`config.mk`:
```
export PLATFORM = sky130hd
export DESIGN_NAME = ecps_min_select
export DESIGN_NICKNAME = d
export VERILOG_FILES = /design/src/hdl/ecps_pkg.sv /design/src/hdl/ecps_min_select.sv
export VERILOG_INCLUDE_DIRS = /design/src /design/src/hdl
export SDC_FILE = /design/constraint.sdc
export NUM_CORES = 1
export LEC_CHECK = 0
export BUFFER_PORTS_ARGS = -buffer_cell sky130_fd_sc_hd__buf_4
export CAP_MARGIN = 10
export CORE_MARGIN = 2
export CORE_UTILIZATION = 35
export DETAILED_ROUTE_END_ITERATION = 6
export PLACE_DENSITY = 0.65
export SYNTH_ARGS = -nofsm -noshare
export SYNTH_HDL_FRONTEND = slang
export SYNTH_SLANG_ARGS = --single-unit
export TNS_END_PERCENT = 50
```
`constraint.sdc`:
```
create_clock -name clk -period 18.81 [get_ports clk]
set_input_delay 1.881 -clock clk [delete_from_list [all_inputs] [get_ports clk]]
set_output_delay 1.881 -clock clk [all_outputs]
set_load 0.01 [all_outputs]
```
`src/hdl/ellipse_closest_point_search_core_assert.svh`:
```
// Assertion macros shared by the ellipse closest-point search RTL.
// The macros expect a signal named clk, and ECPS_ASSERT also one named rst, in the module that uses them.
`ifndef ELLIPSE_CLOSEST_POINT_SEARCH_CORE_ASSERT_SVH
`define ELLIPSE_CLOSEST_POINT_SEARCH_CORE_ASSERT_SVH

// Clocked check, switched off while reset is high
`define ECPS_ASSERT(lbl, prop, msg) \
  lbl: assert property (@(posedge clk) disable iff (rst) prop) \
    else $error(msg);

// Clocked check that also holds through reset
`define ECPS_ASSERT_ALWAYS(lbl, prop, msg) \
  lbl: assert property (@(posedge clk) prop) \
    else $error(msg);

`endif

```
`src/hdl/ecps_pkg.sv`:
```
// Shared constants, types and sine table builder for the ellipse search.
// No dependencies; imported by every module of the block.
package ecps_pkg;

  // Angle sampling
  localparam int STEPS_LOG = 16;
  localparam int STEPS     = 1 << STEPS_LOG;
  localparam int QUARTER   = STEPS / 4;
  localparam int QBITS     = STEPS_LOG - 2;
  localparam int ADDR_W    = QBITS + 1;

  // Data widths
  localparam int SINE_W      = 18;
  localparam int AXIS_W      = 31;
  localparam int COORD_W     = 32;
  localparam int PROD_W      = AXIS_W + SINE_W;
  localparam int ROUND_SHIFT = PROD_W - COORD_W;
  localparam int SQ_W        = 2 * COORD_W;
  localparam int DIST_W      = SQ_W + 1;
  localparam int PADDR_W     = 3;
  localparam int PDATA_W     = 32;

  localparam logic [PROD_W-1:0]   ROUND_HALF = PROD_W'(1) << (ROUND_SHIFT - 1);
  localparam logic [AXIS_W-1:0]   AXIS_RESET = AXIS_W'(65536);
  localparam logic [STEPS_LOG-1:0] CNT_LAST  = STEPS_LOG'(STEPS - 1);

  // Table generation constants
  localparam longint unsigned HALF_PI_Q30 = 64'd1686629713;
  localparam longint unsigned SINE_ONE    = 64'd131072;

  // Register indexes (byte address bit 2)
  typedef enum logic {
    REG_AXIS_X = 1'b0,
    REG_AXIS_Y = 1'b1
  } ecps_reg_t;

  typedef enum logic [1:0] {
    ST_IDLE,
    ST_RUN,
    ST_DRAIN
  } ecps_state_t;

  // Per-sample control that rides along the pipeline
  typedef struct packed {
    logic valid;
    logic first;
    logic last;
  } ecps_tag_t;

  // Status from the minimum tracker back to the controller
  typedef struct packed {
    logic advance;
    logic done;
  } ecps_ctrl_t;

  typedef logic [SINE_W-1:0] sine_rom_t [QUARTER+1];

  // One quarter-wave entry: Taylor series in Q2.30, rounded to Q1.17
  function automatic logic [SINE_W-1:0] quarter_sine(input longint unsigned k);
    longint unsigned x;
    longint unsigned x2;
    longint unsigned term;
    longint unsigned v;
    longint          sum;
    x    = (k * HALF_PI_Q30) / QUARTER;
    x2   = (x * x) >> 30;
    term = x;
    sum  = $signed(x);
    term = ((term * x2) >> 30) / 6;
    sum  = sum - $signed(term);
    term = ((term * x2) >> 30) / 20;
    sum  = sum + $signed(term);
    term = ((term * x2) >> 30) / 42;
    sum  = sum - $signed(term);
    term = ((term * x2) >> 30) / 72;
    sum  = sum + $signed(term);
    term = ((term * x2) >> 30) / 110;
    sum  = sum - $signed(term);
    term = ((term * x2) >> 30) / 156;
    sum  = sum + $signed(term);
    term = ((term * x2) >> 30) / 210;
    sum  = sum - $signed(term);
    if (sum < 0) begin
      sum = 0;
    end
    v = ($unsigned(sum) + 64'd4096) >> 13;
    if (v > SINE_ONE) begin
      v = SINE_ONE;
    end
    return v[SINE_W-1:0];
  endfunction

endpackage

```
`src/hdl/ecps_min_select.sv`:
```
// Running minimum over the samples of one query, and the result register.
// Depends on ecps_pkg; drives the pipeline advance and done status.
`include "ellipse_closest_point_search_core_assert.svh"

module ecps_min_select (
  input  logic                                clk,
  input  logic                                rst,
  input  ecps_pkg::ecps_tag_t                 tag,
  input  logic [ecps_pkg::DIST_W-1:0]         dist_sq,
  input  logic signed [ecps_pkg::COORD_W-1:0] pt_x,
  input  logic signed [ecps_pkg::COORD_W-1:0] pt_y,
  input  logic                                m_tready,
  output logic                                m_tvalid,
  output logic [2*ecps_pkg::COORD_W-1:0]      m_tdata,
  output ecps_pkg::ecps_ctrl_t                ctrl
);
  import ecps_pkg::*;

  logic [DIST_W-1:0]         best_d;
  logic signed [COORD_W-1:0] best_x, best_y;
  logic                      take;
  logic                      stall;
  logic signed [COORD_W-1:0] win_x, win_y;

  // Hold the pipeline only when the final sample finds the result slot full
  assign stall        = tag.valid && tag.last && m_tvalid && !m_tready;
  assign ctrl.advance = !stall;
  assign ctrl.done    = !stall && tag.valid && tag.last;

  // Strict compare keeps the earliest minimum
  assign take  = tag.first || (dist_sq < best_d);
  assign win_x = take ? pt_x : best_x;
  assign win_y = take ? pt_y : best_y;

  always_ff @(posedge clk) begin
    if (ctrl.advance && tag.valid && take) begin
      best_d <= dist_sq;
      best_x <= pt_x;
      best_y <= pt_y;
    end
  end

  // Result register
  always_ff @(posedge clk) begin
    if (rst) begin
      m_tvalid <= 1'b0;
    end else if (ctrl.done) begin
      m_tvalid <= 1'b1;
    end else if (m_tready) begin
      m_tvalid <= 1'b0;
    end
  end

  always_ff @(posedge clk) begin
    if (ctrl.done) begin
      m_tdata <= {win_y, win_x};
    end
  end

  `ECPS_ASSERT(a_first_seeds, (tag.valid && tag.first && ctrl.advance) |=> (best_d == $past(dist_sq)), "first sample did not seed the minimum")
  `ECPS_ASSERT(a_result_is_best, ctrl.done |=> (m_tvalid && m_tdata[COORD_W-1:0] == best_x), "result differs from tracked minimum")

endmodule

```
# After elaboration in Yosys (flattened, before gate mapping)
# Cells that the tools add are included.
dict set report totals {
  register_bits 194
  inputBits 135
  out_inout_bits 67
  elab_cells 20
}
dict set report op_classes {
  magnitude_cmp 1
  n_mux 4
  reduce_logical 10
}
# cell n
set ops {}
lappend ops {{$lt A65 B65 Y1} 1}
lappend ops {{$mux W32} 2}
lappend ops {{$logic_and A1 B1 Y1} 6}
lappend ops {{$logic_not A1 Y1} 2}
lappend ops {{$mux W1} 2}
lappend ops {{$reduce_bool A2 Y1} 1}
lappend ops {{$logic_or A1 B1 Y1} 1}

# Depth between registers and ports, before layout
dict set report logic_depth {
  ltp_word 7
  mapped_depth 11
  ltp_nobuf 8
}

# Least setup slack after synthesis
# Ideal clock, no wire load.
dict set report synth_timing {
  path_type {in2reg}
  startpoint {input port dist_sq[26] (netlist name)}
  endpoint {register best_d[0] (enable)}
  setup_ns 0.660
  arrival_ns 9.844
  t_required_ns 18.150
  setup_slack_ns 8.306
  path_stages 9
  n_path_buf 2
  path_cell_list {ha_1 > a21oi_2 > o21ai_1 > a221oi_2 > o221ai_2 > buf_6 > buf_8 > or4_1 > a21oi_1}
}
dict set report synth_between {
  elab_chain_len 3
}
# element line_no
set synth_lines {}
lappend synth_lines {{start, declared} ecps_min_select.sv:9} ;# input logic [ecps_pkg::DIST_W-1:0] dist_sq,
lappend synth_lines {{$lt A65 B65 Y1} ecps_min_select.sv:31} ;# assign take = tag.first || (dist_sq < best_d);
lappend synth_lines {{$logic_or A1 B1 Y1} ecps_min_select.sv:31}
lappend synth_lines {{$logic_and A1 B1 Y1} ecps_min_select.sv:36} ;# if (ctrl.advance && tag.valid && take) begin
lappend synth_lines {{end signal, assigned} ecps_min_select.sv:37} ;# best_d <= dist_sq;
lappend synth_lines {{end, declared} ecps_min_select.sv:19} ;# logic [DIST_W-1:0] best_d;
# No other way between the ends.
# A chain may end at the register's enable or synchronous reset.

# Final worst setup path
dict set report layout_timing {
  startpoint {input port dist_sq[2] (netlist name)}
  endpoint {register best_d[33] (enable)}
}
# Same word-level chain as after synthesis.

==> results_dict.tcl <==
set metrics [dict create \
    clock-root-buffer "clkbuf_16" \
    critPathCaptureType "flip-flop" \
    drtIter0Drc 656 \
    die_w_um 179 \
    max_freq_ghz 0.174 \
    clk_pin_slew_worst_paths_ns 0.08 \
    finalMaxSlewViolations 0 \
    grt_pass1_wl_um 41700 \
    cts-root-to-sink-buffers 2 \
    netlist_area_mm2 0.0107 \
    placed_cell_area_mm2 0.0125 \
    yosysMostFrequentCell "edfxtp_1" \
    clkSinkCount 194 \
    cp.arrival_ns 5.80 \
    tightestPinTransition_ns 1.10 \
    routed_wl_um 26100 \
    diodes 0 \
    max_cap_violations 0 \
    cp.required_ns 18.87 \
    p_switching_mw 0.304 \
    dp_hpwl_um 16100 \
    synthSimpleGateAreaFrac 0.132 \
    power_density_mw_per_mm2 83.0 \
    period_share 0.306 \
    finalSetupTns_ns 0 \
    cts_tree "yes" \
    skew_ns 0.0136 \
    p_int_mw 0.779 \
    post_cts_buffers 0 \
    final_cell_area_mm2 0.0130 \
    fillers 2791 \
    start_util 0.358 \
    htreeDepth 4 \
    die_area_mm2 0.0319 \
    synth_xor_area_frac 0 \
    area_growth_pct 22.2 \
    synth-main-ff-cell "edfxtp_1" \
    fp.dieH_um 179 \
    vdd_ir_drop_max_v 0.0000451 \
    wl_per_cell_um 17.9 \
    clock_power_share 0.326 \
    p_seq_frac 0.488 \
    drive_above_1_share 0.239 \
    crit_type "input pin to flip-flop" \
    grt_pass1_vias 7822 \
    grt.total_usage 0.167 \
    synth_edf_count 193 \
    grt-ovfl-total 0 \
    place_congestion 0.767 \
    worstSkewPairLatency_ns 0.44 \
    grt_start_max_net_pins 129 \
    ctsHoldBuffers 0 \
    final_util 0.438 \
    outcome "complete, no violations" \
    synth_top_family_by_area "simple AND/OR/NAND/NOR gates" \
    synth_compound_area_frac 0.129 \
    ys_ff_latch 194 \
    rows 63 \
    synthMuxAreaShare 0.0600 \
    cts_buffers 17 \
    maxSlewHeadroom 0.269 \
    dr.pass1.iters 5 \
    io_pins 202 \
    critPathLaunchType "input pin" \
    hold-worst-slack_ns 0.607 \
    syn_nets 1112 \
    power_mw 1.08 \
    finalHoldViolations 0 \
    cts_resized 0 \
    synth_top_area_frac 0.543 \
    seq_area_frac_synth 0.545 \
    synth-async-reset-ratio 0 \
    yosysUniqueCellTypes 32 \
    p_sw_frac 0.280 \
    fin_crit_ns 5.75 \
    port_buffers 201 \
    synth_common_cells "193 x edfxtp_1, 133 x nand3_1, 71 x inv_1" \
    antenna_left 0 \
    avgSynthCellArea_um2 11.7 \
    instances_no_fill 1464 \
    coreArea_mm2 0.0298 \
    antenna_found_initial 2 \
    synth_cells 913 \
    ys_warn_count 0 \
    placed_cells 1433 \
    nNetsFinal 1261 \
    synthAdderAreaFrac 0.0750 \
    vias 7955 \
    holdCritPathClass "flip-flop to flip-flop" \
    remaining_drc_errors 0 \
    yosysTopAreaCell "edfxtp_1" \
    rsz0062_at_grt "no" \
    setup_slack_ns 13.06 \
    critPathMaxFanout 69 \
    place_ws_ns 12.54 \
    power_frac_comb 0.186 \
    synth_area_leaders "edfxtp_1 54%, ha_1 7.5%, nand3_1 6.2%" \
    vias_per_cell 5.43 \
    power.leakage_nw 5.05 \
    finalSetupViolCount 0 \
]
cell families after synthesis:
logic type / Yosys count
simple gates: 251
flops: 194
compound gates: 185
buf+inv: 155
mux: 64
fa+ha+maj: 64
registers in the layout, summed over array words and instances, names as in the netlist:
register	cells
best_d	65
m_tdata	64
best_x	32
best_y	32
m_tvalid	1
worst max-delay path, cell delays in order:
cell and delay, ns:
buf_4 0.11, ha_1 0.30, a211oi_1 0.25, o221ai_1 0.17, a211oi_1 0.40, a31oi_4 0.39, or4_1 0.59, a21oi_4 0.77
buf_4 0.82
path summary, 6_finish.rpt:
path | end | from | slack [ns] | depth (start not counted)
max | best_d[33] | dist_sq[2] | 13.06 | 9
max reg2reg | best_d[33] | best_d[2] | 14.27 | 9
min | m_tdata[31] | best_x[31] | 0.61 | 2
min reg2reg | m_tdata[31] | best_x[31] | 0.61 | 2
final cells by class:
cell class,instances,area [um^2],share of cell area
timing repair buffer,214,1610,0.123
clock buffer,17,425,0.0326
clock inverter,14,124,0.00950
sequential,194,5820,0.446
multi-input combinational,564,4320,0.331
tap,390,488,0.0374
inverter,71,267,0.0204
layout by cell type, fill, tap and decap left out, drive strengths merged, types with 14 or more instances in the layout:
master  count
edfxtp    193
o21ai      14
or4        65
nand3     133
buf       214
inv        77
nand2      23
ha         64
mux2i      64
a21oi      32
clkbuf     17
a21boi     64
o311ai     64
metal layers:
metal,part of all wire,track usage
met5,0.00096,0
met4,0.019,0.0532
met3,0.064,0.0488
met2,0.47,0.271
met1,0.44,0.213
power groups by stage:
stage	clock, mW	sequential [mW]	combinational [mW]
floorplan	0	0.547	0.122
global route	0.379	0.532	0.227
finish	0.353	0.528	0.201
global placement	0	0.537	0.197
detailed placement	0	0.538	0.203
CTS	0.365	0.529	0.204
No activity file was read; power rests on OpenSTA's default activity.
